<file path="config.mk">
export PLATFORM = sky130hd
export DESIGN_NAME = positional_list_engine
export DESIGN_NICKNAME = d
export VERILOG_FILES = /design/src/plist_pkg.sv /design/src/positional_list_engine.sv /design/src/plist_ram.sv /design/src/plist_seq.sv
export SDC_FILE = /design/constraint.sdc
export NUM_CORES = 1
export LEC_CHECK = 0
export BUFFER_PORTS_ARGS = -buffer_cell sky130_fd_sc_hd__clkbuf_2
export CAP_MARGIN = 20
export CORE_MARGIN = 1.5
export CORE_UTILIZATION = 66
export CTS_CLUSTER_DIAMETER = 120
export DETAILED_ROUTE_END_ITERATION = 12
export HOLD_SLACK_MARGIN = 0.03
export MAX_ROUTING_LAYER = met4
export PLACE_DENSITY = 0.91
export SYNTH_ARGS = -nofsm -noshare
export SYNTH_HDL_FRONTEND = slang
export SYNTH_SLANG_ARGS = --single-unit
</file>
<file path="constraint.sdc">
create_clock -name clk -period 15.1 [get_ports clk]
set_input_delay 3.02 -clock clk [delete_from_list [all_inputs] [get_ports clk]]
set_output_delay 3.02 -clock clk [all_outputs]
set_load 0.03 [all_outputs]
</file>
<file path="src/plist_pkg.sv">
`default_nettype none

package plist_pkg;

    localparam int DEPTH        = 16;
    localparam int KEY_W        = 16;
    localparam int PAYLOAD_W    = 32;
    localparam int OP_W         = 4;
    localparam int POS_W        = 5;
    localparam int STATUS_W     = 3;
    localparam int IDX_W        = $clog2(DEPTH);
    localparam int CNT_W        = $clog2(DEPTH + 1);
    localparam int WORD_W       = KEY_W + PAYLOAD_W;

    localparam int IN_BITS      = OP_W + POS_W + KEY_W + PAYLOAD_W;
    localparam int IN_DATA_W    = ((IN_BITS + 7) / 8) * 8;
    localparam int OUT_BITS     = STATUS_W + KEY_W + PAYLOAD_W + CNT_W;
    localparam int OUT_DATA_W   = ((OUT_BITS + 7) / 8) * 8;

    typedef enum logic [OP_W-1:0] {
        OP_GET       = 4'd0,
        OP_SET       = 4'd1,
        OP_INS_FRONT = 4'd2,
        OP_INS_BACK  = 4'd3,
        OP_INS_AT    = 4'd4,
        OP_REM_FRONT = 4'd5,
        OP_REM_BACK  = 4'd6,
        OP_REM_AT    = 4'd7,
        OP_SEARCH    = 4'd8,
        OP_CLEAR     = 4'd9
    } op_t;

    typedef enum logic [STATUS_W-1:0] {
        STAT_OK       = 3'd0,
        STAT_EMPTY    = 3'd1,
        STAT_BADPOS   = 3'd2,
        STAT_FULL     = 3'd3,
        STAT_NOTFOUND = 3'd4
    } status_t;

    typedef enum logic [2:0] {
        S_IDLE,
        S_READ,
        S_SHIFT_UP,
        S_SHIFT_DN,
        S_SEARCH,
        S_DONE
    } state_t;

    typedef struct packed {
        logic [OP_W-1:0]      op;
        logic [POS_W-1:0]     position;
        logic [KEY_W-1:0]     key;
        logic [PAYLOAD_W-1:0] payload;
    } cmd_t;

    typedef struct packed {
        logic [STATUS_W-1:0]  status;
        logic [KEY_W-1:0]     found_key;
        logic [PAYLOAD_W-1:0] found_payload;
        logic [CNT_W-1:0]     count;
    } res_t;

endpackage

`default_nettype wire

</file>
<file path="src/positional_list_engine.sv">
// Positional list engine: an ordered list of up to DEPTH (16) key/payload
// entries, addressed by one-based position, held in a single-port-read,
// single-port-write RAM.
// Input channel s_*: one command per transaction (get, set, inserts,
// removes, search, clear). Output channel m_*: exactly one result per
// command: status, the key and payload read, removed or found, and the
// entry count after the command.
// Set, clear, inserts at the back and error results go from idle straight
// to the result state; get passes through a read state first; commands
// that move or scan entries (insert ahead of, or remove, an entry; search)
// pass through a shift or search state. A command holds the sequencer
// until its result moves into the output register, so a new command is
// not taken before the last one is through. Shifts and searches are paced
// by the RAM: one entry read, and in a shift one written, per cycle.
// Commands are handled one at a time; s_tready is high while the sequencer
// is idle. A finished result waits in the output register, so the next
// command is accepted while m_tready is low; that command completes but is
// held in the sequencer until the output register frees up.
// Reset empties the list and the output register; no clearing pass is run,
// since entries beyond the count are never read.
`default_nettype none

module positional_list_engine
    import plist_pkg::*;
(
    input  wire logic                  clk,
    input  wire logic                  rst_n,
    input  wire logic                  s_tvalid,
    output logic                       s_tready,
    // op [3:0], position [8:4], key [24:9], payload [56:25], zeros above
    input  wire logic [IN_DATA_W-1:0]  s_tdata,
    output logic                       m_tvalid,
    input  wire logic                  m_tready,
    // status [2:0], found_key [18:3], found_payload [50:19], count [55:51]
    output logic      [OUT_DATA_W-1:0] m_tdata
);

    cmd_t                  cmd;
    res_t                  res;
    logic                  res_valid, res_ack;
    logic                  out_valid_reg, out_valid_next;
    logic [OUT_BITS-1:0]   out_data_reg;

    assign cmd.op       = s_tdata[OP_W-1:0];
    assign cmd.position = s_tdata[OP_W +: POS_W];
    assign cmd.key      = s_tdata[OP_W + POS_W +: KEY_W];
    assign cmd.payload  = s_tdata[OP_W + POS_W + KEY_W +: PAYLOAD_W];

    plist_seq u_seq (
        .clk       (clk),
        .rst_n     (rst_n),
        .cmd_valid (s_tvalid),
        .cmd       (cmd),
        .cmd_ready (s_tready),
        .res_valid (res_valid),
        .res       (res),
        .res_ack   (res_ack)
    );

    assign res_ack = res_valid && (!out_valid_reg || m_tready);

    always_comb
    begin
        out_valid_next = out_valid_reg;
        if (res_ack)
            out_valid_next = 1'b1;
        else if (m_tready)
            out_valid_next = 1'b0;
    end

    always_ff @(posedge clk or negedge rst_n)
    begin
        if (!rst_n)
            out_valid_reg <= 1'b0;
        else
            out_valid_reg <= out_valid_next;
    end

    always_ff @(posedge clk)
    begin
        if (res_ack)
            out_data_reg <= {res.count, res.found_payload, res.found_key, res.status};
    end

    assign m_tvalid = out_valid_reg;
    assign m_tdata  = OUT_DATA_W'(out_data_reg);

endmodule

`default_nettype wire

</file>
<file path="src/plist_ram.sv">
`default_nettype none

module plist_ram #(
    parameter int WIDTH = 8,
    parameter int DEPTH = 16
) (
    input  wire logic                     clk,
    input  wire logic                     wr_en,
    input  wire logic [$clog2(DEPTH)-1:0] wr_addr,
    input  wire logic [WIDTH-1:0]         wr_data,
    input  wire logic                     rd_en,
    input  wire logic [$clog2(DEPTH)-1:0] rd_addr,
    output logic      [WIDTH-1:0]         rd_data
);

    logic [WIDTH-1:0] mem [DEPTH];

    always_ff @(posedge clk)
    begin
        if (wr_en)
        begin
            mem[wr_addr] <= wr_data;
        end
        if (rd_en)
        begin
            rd_data <= mem[rd_addr];
        end
    end

endmodule

`default_nettype wire

</file>
<file path="src/plist_seq.sv">
`default_nettype none

module plist_seq
    import plist_pkg::*;
(
    input  wire logic clk,
    input  wire logic rst_n,
    input  wire logic cmd_valid,
    input  wire cmd_t cmd,
    output logic      cmd_ready,
    output logic      res_valid,
    output res_t      res,
    input  wire logic res_ack
);

    state_t state_reg, state_next, start_state;

    logic [CNT_W-1:0]     count_reg, count_next;
    logic [IDX_W-1:0]     ptr_reg, ptr_next;
    logic [IDX_W-1:0]     idx_reg, idx_next;
    logic [IDX_W-1:0]     rd_addr_reg;
    logic                 more_reg, more_next;
    logic                 rd_vld_reg;
    logic [KEY_W-1:0]     key_reg, key_next;
    logic [PAYLOAD_W-1:0] pay_reg, pay_next;
    logic [STATUS_W-1:0]  stat_reg, stat_next;
    logic [KEY_W-1:0]     rkey_reg, rkey_next;
    logic [PAYLOAD_W-1:0] rpay_reg, rpay_next;

    logic                 wr_en, rd_en;
    logic [IDX_W-1:0]     wr_addr, rd_addr;
    logic [WORD_W-1:0]    wr_data, rd_data;
    logic [KEY_W-1:0]     rd_key;
    logic [PAYLOAD_W-1:0] rd_pay;

    logic                 start, pos_ok, is_full, is_empty, hit;
    logic [IDX_W-1:0]     pos_idx, last_idx, cnt_idx;

    plist_ram #(
        .WIDTH (WORD_W),
        .DEPTH (DEPTH)
    ) u_ram (
        .clk     (clk),
        .wr_en   (wr_en),
        .wr_addr (wr_addr),
        .wr_data (wr_data),
        .rd_en   (rd_en),
        .rd_addr (rd_addr),
        .rd_data (rd_data)
    );

    // Memory words hold the payload above the key.
    assign rd_key   = rd_data[KEY_W-1:0];
    assign rd_pay   = rd_data[WORD_W-1:KEY_W];

    assign start    = cmd_valid && (state_reg == S_IDLE);
    assign is_full  = (count_reg == CNT_W'(DEPTH));
    assign is_empty = (count_reg == '0);
    assign pos_ok   = (cmd.position != '0) && (POS_W'(count_reg) >= cmd.position);
    assign pos_idx  = IDX_W'(cmd.position - POS_W'(1));
    assign last_idx = IDX_W'(count_reg - CNT_W'(1));
    assign cnt_idx  = IDX_W'(count_reg);
    assign hit      = rd_vld_reg && (rd_key == key_reg);

    // Which state an accepted command enters.
    always_comb
    begin
        start_state = S_DONE;
        case (cmd.op)
            OP_GET:
            begin
                if (pos_ok)
                    start_state = S_READ;
            end
            OP_INS_FRONT:
            begin
                if (!is_full && !is_empty)
                    start_state = S_SHIFT_UP;
            end
            OP_INS_AT:
            begin
                if (pos_ok && !is_full)
                    start_state = S_SHIFT_UP;
            end
            OP_REM_FRONT, OP_REM_BACK:
            begin
                if (!is_empty)
                    start_state = S_SHIFT_DN;
            end
            OP_REM_AT:
            begin
                if (!is_empty && pos_ok)
                    start_state = S_SHIFT_DN;
            end
            OP_SEARCH:
            begin
                if (!is_empty)
                    start_state = S_SEARCH;
            end
            default:
            begin
                start_state = S_DONE;
            end
        endcase
    end

    always_comb
    begin
        state_next = state_reg;
        unique case (state_reg)
            S_IDLE:
            begin
                if (cmd_valid)
                    state_next = start_state;
            end
            S_READ:
            begin
                state_next = S_DONE;
            end
            S_SHIFT_UP, S_SHIFT_DN:
            begin
                if (!rd_vld_reg && !more_reg)
                    state_next = S_DONE;
            end
            S_SEARCH:
            begin
                if (hit || (!rd_vld_reg && !more_reg))
                    state_next = S_DONE;
            end
            S_DONE:
            begin
                if (res_ack)
                    state_next = S_IDLE;
            end
            default:
            begin
                state_next = S_IDLE;
            end
        endcase
    end

    always_comb
    begin
        count_next = count_reg;
        ptr_next   = ptr_reg;
        idx_next   = idx_reg;
        more_next  = more_reg;
        key_next   = key_reg;
        pay_next   = pay_reg;
        stat_next  = stat_reg;
        rkey_next  = rkey_reg;
        rpay_next  = rpay_reg;
        wr_en      = 1'b0;
        wr_addr    = idx_reg;
        wr_data    = {pay_reg, key_reg};
        rd_en      = 1'b0;
        rd_addr    = ptr_reg;

        unique case (state_reg)
            S_IDLE:
            begin
                if (start)
                begin
                    key_next  = cmd.key;
                    pay_next  = cmd.payload;
                    stat_next = STAT_OK;
                    rkey_next = '0;
                    rpay_next = '0;
                    more_next = 1'b1;
                    case (cmd.op)
                        OP_GET:
                        begin
                            if (!pos_ok)
                            begin
                                stat_next = STAT_BADPOS;
                            end
                            else
                            begin
                                rd_en   = 1'b1;
                                rd_addr = pos_idx;
                            end
                        end
                        OP_SET:
                        begin
                            if (!pos_ok)
                            begin
                                stat_next = STAT_BADPOS;
                            end
                            else
                            begin
                                wr_en   = 1'b1;
                                wr_addr = pos_idx;
                                wr_data = {cmd.payload, cmd.key};
                            end
                        end
                        OP_INS_FRONT:
                        begin
                            if (is_full)
                            begin
                                stat_next = STAT_FULL;
                            end
                            else if (is_empty)
                            begin
                                wr_en      = 1'b1;
                                wr_addr    = '0;
                                wr_data    = {cmd.payload, cmd.key};
                                count_next = count_reg + CNT_W'(1);
                            end
                            else
                            begin
                                ptr_next = last_idx;
                                idx_next = '0;
                            end
                        end
                        OP_INS_BACK:
                        begin
                            if (is_full)
                            begin
                                stat_next = STAT_FULL;
                            end
                            else
                            begin
                                wr_en      = 1'b1;
                                wr_addr    = cnt_idx;
                                wr_data    = {cmd.payload, cmd.key};
                                count_next = count_reg + CNT_W'(1);
                            end
                        end
                        OP_INS_AT:
                        begin
                            if (!pos_ok)
                            begin
                                stat_next = STAT_BADPOS;
                            end
                            else if (is_full)
                            begin
                                stat_next = STAT_FULL;
                            end
                            else
                            begin
                                ptr_next = last_idx;
                                idx_next = pos_idx;
                            end
                        end
                        OP_REM_FRONT:
                        begin
                            if (is_empty)
                            begin
                                stat_next = STAT_EMPTY;
                            end
                            else
                            begin
                                ptr_next = '0;
                                idx_next = '0;
                            end
                        end
                        OP_REM_BACK:
                        begin
                            if (is_empty)
                            begin
                                stat_next = STAT_EMPTY;
                            end
                            else
                            begin
                                ptr_next = last_idx;
                                idx_next = last_idx;
                            end
                        end
                        OP_REM_AT:
                        begin
                            if (is_empty)
                            begin
                                stat_next = STAT_EMPTY;
                            end
                            else if (!pos_ok)
                            begin
                                stat_next = STAT_BADPOS;
                            end
                            else
                            begin
                                ptr_next = pos_idx;
                                idx_next = pos_idx;
                            end
                        end
                        OP_SEARCH:
                        begin
                            if (is_empty)
                            begin
                                stat_next = STAT_EMPTY;
                            end
                            else
                            begin
                                stat_next = STAT_NOTFOUND;
                                ptr_next  = '0;
                            end
                        end
                        OP_CLEAR:
                        begin
                            count_next = '0;
                        end
                        default:
                        begin
                            stat_next = STAT_OK;
                        end
                    endcase
                end
            end
            S_READ:
            begin
                rkey_next = rd_key;
                rpay_next = rd_pay;
            end
            S_SHIFT_UP:
            begin
                // Walk from the back toward the insert point; each word read
                // is written one place further back on the following cycle.
                rd_en = more_reg;
                if (more_reg)
                begin
                    ptr_next  = ptr_reg - IDX_W'(1);
                    more_next = (ptr_reg != idx_reg);
                end
                if (rd_vld_reg)
                begin
                    wr_en   = 1'b1;
                    wr_addr = rd_addr_reg + IDX_W'(1);
                    wr_data = rd_data;
                end
                else if (!more_reg)
                begin
                    wr_en      = 1'b1;
                    wr_addr    = idx_reg;
                    wr_data    = {pay_reg, key_reg};
                    count_next = count_reg + CNT_W'(1);
                end
            end
            S_SHIFT_DN:
            begin
                // The first word read is the removed entry; the rest move
                // one place toward the front.
                rd_en = more_reg;
                if (more_reg)
                begin
                    ptr_next  = ptr_reg + IDX_W'(1);
                    more_next = (ptr_reg != last_idx);
                end
                if (rd_vld_reg)
                begin
                    if (rd_addr_reg == idx_reg)
                    begin
                        rkey_next = rd_key;
                        rpay_next = rd_pay;
                    end
                    else
                    begin
                        wr_en   = 1'b1;
                        wr_addr = rd_addr_reg - IDX_W'(1);
                        wr_data = rd_data;
                    end
                end
                else if (!more_reg)
                begin
                    count_next = count_reg - CNT_W'(1);
                end
            end
            S_SEARCH:
            begin
                rd_en = more_reg && !hit;
                if (more_reg)
                begin
                    ptr_next  = ptr_reg + IDX_W'(1);
                    more_next = (ptr_reg != last_idx);
                end
                if (hit)
                begin
                    stat_next = STAT_OK;
                    rkey_next = rd_key;
                    rpay_next = rd_pay;
                end
            end
            S_DONE:
            begin
                more_next = 1'b0;
            end
            default:
            begin
                more_next = 1'b0;
            end
        endcase
    end

    always_ff @(posedge clk or negedge rst_n)
    begin
        if (!rst_n)
        begin
            state_reg  <= S_IDLE;
            count_reg  <= '0;
            more_reg   <= 1'b0;
            rd_vld_reg <= 1'b0;
        end
        else
        begin
            state_reg  <= state_next;
            count_reg  <= count_next;
            more_reg   <= more_next;
            rd_vld_reg <= rd_en;
        end
    end

    always_ff @(posedge clk)
    begin
        ptr_reg     <= ptr_next;
        idx_reg     <= idx_next;
        rd_addr_reg <= rd_addr;
        key_reg     <= key_next;
        pay_reg     <= pay_next;
        stat_reg    <= stat_next;
        rkey_reg    <= rkey_next;
        rpay_reg    <= rpay_next;
    end

    assign cmd_ready         = (state_reg == S_IDLE);
    assign res_valid         = (state_reg == S_DONE);
    assign res.status        = stat_reg;
    assign res.found_key     = rkey_reg;
    assign res.found_payload = rpay_reg;
    assign res.count         = count_reg;

endmodule

`default_nettype wire

</file>
==> flow_summary.json <==
{
  "start_kind": "input port",
  "cpMaxStageDelayCell": "o22a_4",
  "layout_commonest_cell": "edfxtp_1",
  "cts_setup_buffers": 0,
  "die_area_um2": 61140,
  "syn_area_um2": 39380,
  "gr-total-overflow": 0,
  "hold_viol": 0,
  "min_path_type": "reg2reg",
  "r2r_cells": 11,
  "dr.first_iter.drc_count": 4043,
  "syn-num-nets": 2398,
  "hold_end": "m_tdata[6]",
  "ir_drop_mv": 0.1926,
  "synthArstFlopShare_pct": 1.107,
  "reg2reg_to": "u_seq.u_ram.rd_data[40]",
  "cpPeakStageDelay_ps": 840,
  "largest_reg_flops": 768,
  "first_pass_iters": 9,
  "dp_cells": 3102,
  "p_leak_nw": 15.52,
  "fin_setup_tns_ps": 0,
  "vias": 23031,
  "nets": 2508,
  "wirelength_met1_um": 34350,
  "synth_edf_count": 979,
  "drv_slew": 0,
  "dp_hpwl_um": 45520,
  "antenna_left": 0,
  "htreeDepth": 3,
  "fp.dieH_um": 247.3,
  "cts_hold_buf": 0,
  "cp.arrival_ps": 8250,
  "status": "finished, final reports clean",
  "routed.top_layer": "met4",
  "ys_seq_elements": 994,
  "whs_path_depth": 0,
  "cts_buffers": 92,
  "port_buffers": 118,
  "gp_congestion": 0.9072,
  "endpoint_kind": "register",
  "drive_gt1_share_pct": 13.54,
  "core_um2": 59020,
  "yosysWarnings": 0,
  "post-route-util_pct": 74.17,
  "grt_antenna_before_repair": 1,
  "antenna_cells": 0,
  "stdcell_count": 3277,
  "finalCritPeriodShare_pct": 51.97,
  "max_freq_mhz": 127.4,
  "timing.final.crit_period_ps": 7848,
  "r2r-start": "u_seq.state_reg[2]",
  "top_register": "u_seq.u_ram.mem",
  "setup_ws_ps": 7252,
  "ios": 126,
  "grt_setup_unrepaired": "no",
  "syn_area_per_cell_um2": 17.01,
  "grt_first_pass_wirelength_um": 142400,
  "clock_sinks": 994,
  "cts_resized": 0,
  "startpoint": "s_tdata[4]",
  "seq_area_frac_synth_pct": 75.55,
  "ff2ff_setup_slack_ps": 9070,
  "wl_per_cell_um": 29.82,
  "layout_common_cells": "edfxtp_1, mux2i_1, o22ai_1, clkbuf_2, clkbuf_16",
  "clk_latency_ps": 680,
  "power_density_nw_per_um2": 178.7,
  "track_usage_pct": 33.22,
  "start_util_pct": 66.73,
  "fin_skew_ps": 44.72,
  "grt_max_degree": 146,
  "cts_tree": "done",
  "required_ps": 15500,
  "finalSetupViolations": 0,
  "path_class": "in2reg",
  "area_growth_pct": 11.15,
  "row_count": 89,
  "post_synth_num_cell_types": 74,
  "wl_met3_um": 11070,
  "place_ws_ps": 6630,
  "path_cells": "clkbuf_2, inv_1, ha_1, a41oi_2, a21o_2, nand2_2, o22a_4, buf_12, buf_4, buf_16, mux2i_1, o22ai_1, or4_1",
  "wl_met2_um": 47400,
  "crit_fanout": 145,
  "synth-main-ff-cell": "edfxtp_1",
  "maxCapViolCount": 0,
  "routed_wl_um": 97740,
  "grt_pass1_vias": 23084,
  "hold_start": "u_seq.rkey_reg[3]",
  "worst_pin_slew_ps": 1109,
  "clockRootBuffer": "clkbuf_16",
  "clock_path_buffers": 3,
  "clk_pin_slew_worst_paths_ps": 60,
  "netlist_instances": 2315,
  "drc": 0,
  "die_x_um": 247.3,
  "maxSlewHeadroom_pct": 26.04,
  "avgViaCountPerCell": 7.028
}
-- Yosys cell counts (4+ instances only) --
library cell    n  area share [%]
edfxtp_1      979              75
mux2i_1       391             9.9
o22ai_1       198             3.1
inv_1          64            0.61
nand2_1        62            0.59
clkbuf_1       59            0.56
nor2_1         59            0.56
and2_1         50            0.79
a222oi_1       48             1.2
or4_1          48            0.91
buf_2          44            0.56
o21ai_0        40            0.51
a21oi_1        25            0.32
xnor2_1        20            0.44
buf_4          18            0.34
nand3_1        17            0.22
ha_1           14            0.44
xor2_1         14            0.31
dfrtp_1        11            0.70
nor2b_1        11            0.17
nor3_1         11            0.14
a22oi_1         8            0.15
a21o_1          7            0.13
nand2b_1        7            0.11
o211ai_1        7            0.13
and3_1          6           0.095
buf_1           6           0.057
nor4_1          6           0.095
a31oi_1         5           0.079
buf_6           5            0.14
nand4_1         5           0.079
dfxtp_1         4            0.20
mux2_2          4            0.11
or3_1           4           0.064
-- power by group --
group / switching [mW] / total, mW / internal (mW)
sequential: 0.147 / 3.57 / 3.42
combinational: 1.26 / 1.94 / 0.672
clock: 1.02 / 2.32 / 1.30
total: 2.43 / 7.82 / 5.39
-- kinds of logic after synthesis --
group,count (synthesis),synth area share (%)
multiplexers,396,10.11
XOR/XNOR,34,0.7561
adder cells (fa/ha/maj),15,0.4956
buffers and inverters,200,2.313
flip-flops,994,75.55
AND/OR/NAND/NOR,300,4.210
AO/OA/AOI/OAI,376,6.567
-- routing by layer --
metal / up-vias / track usage, %
met2: 1825 / 52.41
li1: 9456 / -
met4: 0 / 16.38
met3: 391 / 5.752
met1: 11359 / 42.19
met5: - / -
-- worst max path at each step --
stage                                   end  slack [ps]  cells past startpoint
global route        u_seq.u_ram.rd_data[40]        7130                     14
floorplan             u_seq.u_ram.mem[5][0]        7720                     11
CTS                 u_seq.u_ram.rd_data[40]        7250                     12
detailed placement  u_seq.u_ram.rd_data[41]        6630                     12
global placement    u_seq.u_ram.rd_data[41]        6780                     12
finish              u_seq.u_ram.rd_data[40]        7250                     13
-- critical path: cells and delay by family --
| kind | cells | cell delay, ps |
|---|---|---|
| buffers and inverters | 5 | 2060 |
| and+or+nand+nor | 2 | 730 |
| adders and majority gates | 1 | 250 |
| muxes | 1 | 320 |
| AOI/OAI and AO/OA | 4 | 1600 |
-- metrics by stage --
step                instance area [um^2]  total power, mW  hold WS [ps]
floorplan                          39380            4.955         400.3
global route                       43780            8.053         423.6
global placement                   40730            5.393         401.0
CTS                                43720            7.790         415.5
detailed placement                 40730            5.482         404.5
finish                             43780            7.823         414.3
-- layout make-up --
cell class                      instances  area (um^2)
Clock buffer                          109         2397
Inverter                               68        255.2
Fill cell                            3200        15240
Clock inverter                         64        595.6
Sequential cell                       994        29750
Tap cell                              773        967.2
Timing Repair Buffer                  148        868.3
Multi-Input combinational cell       1121         8939
Note: power is estimated with default switching activity, not from simulation.
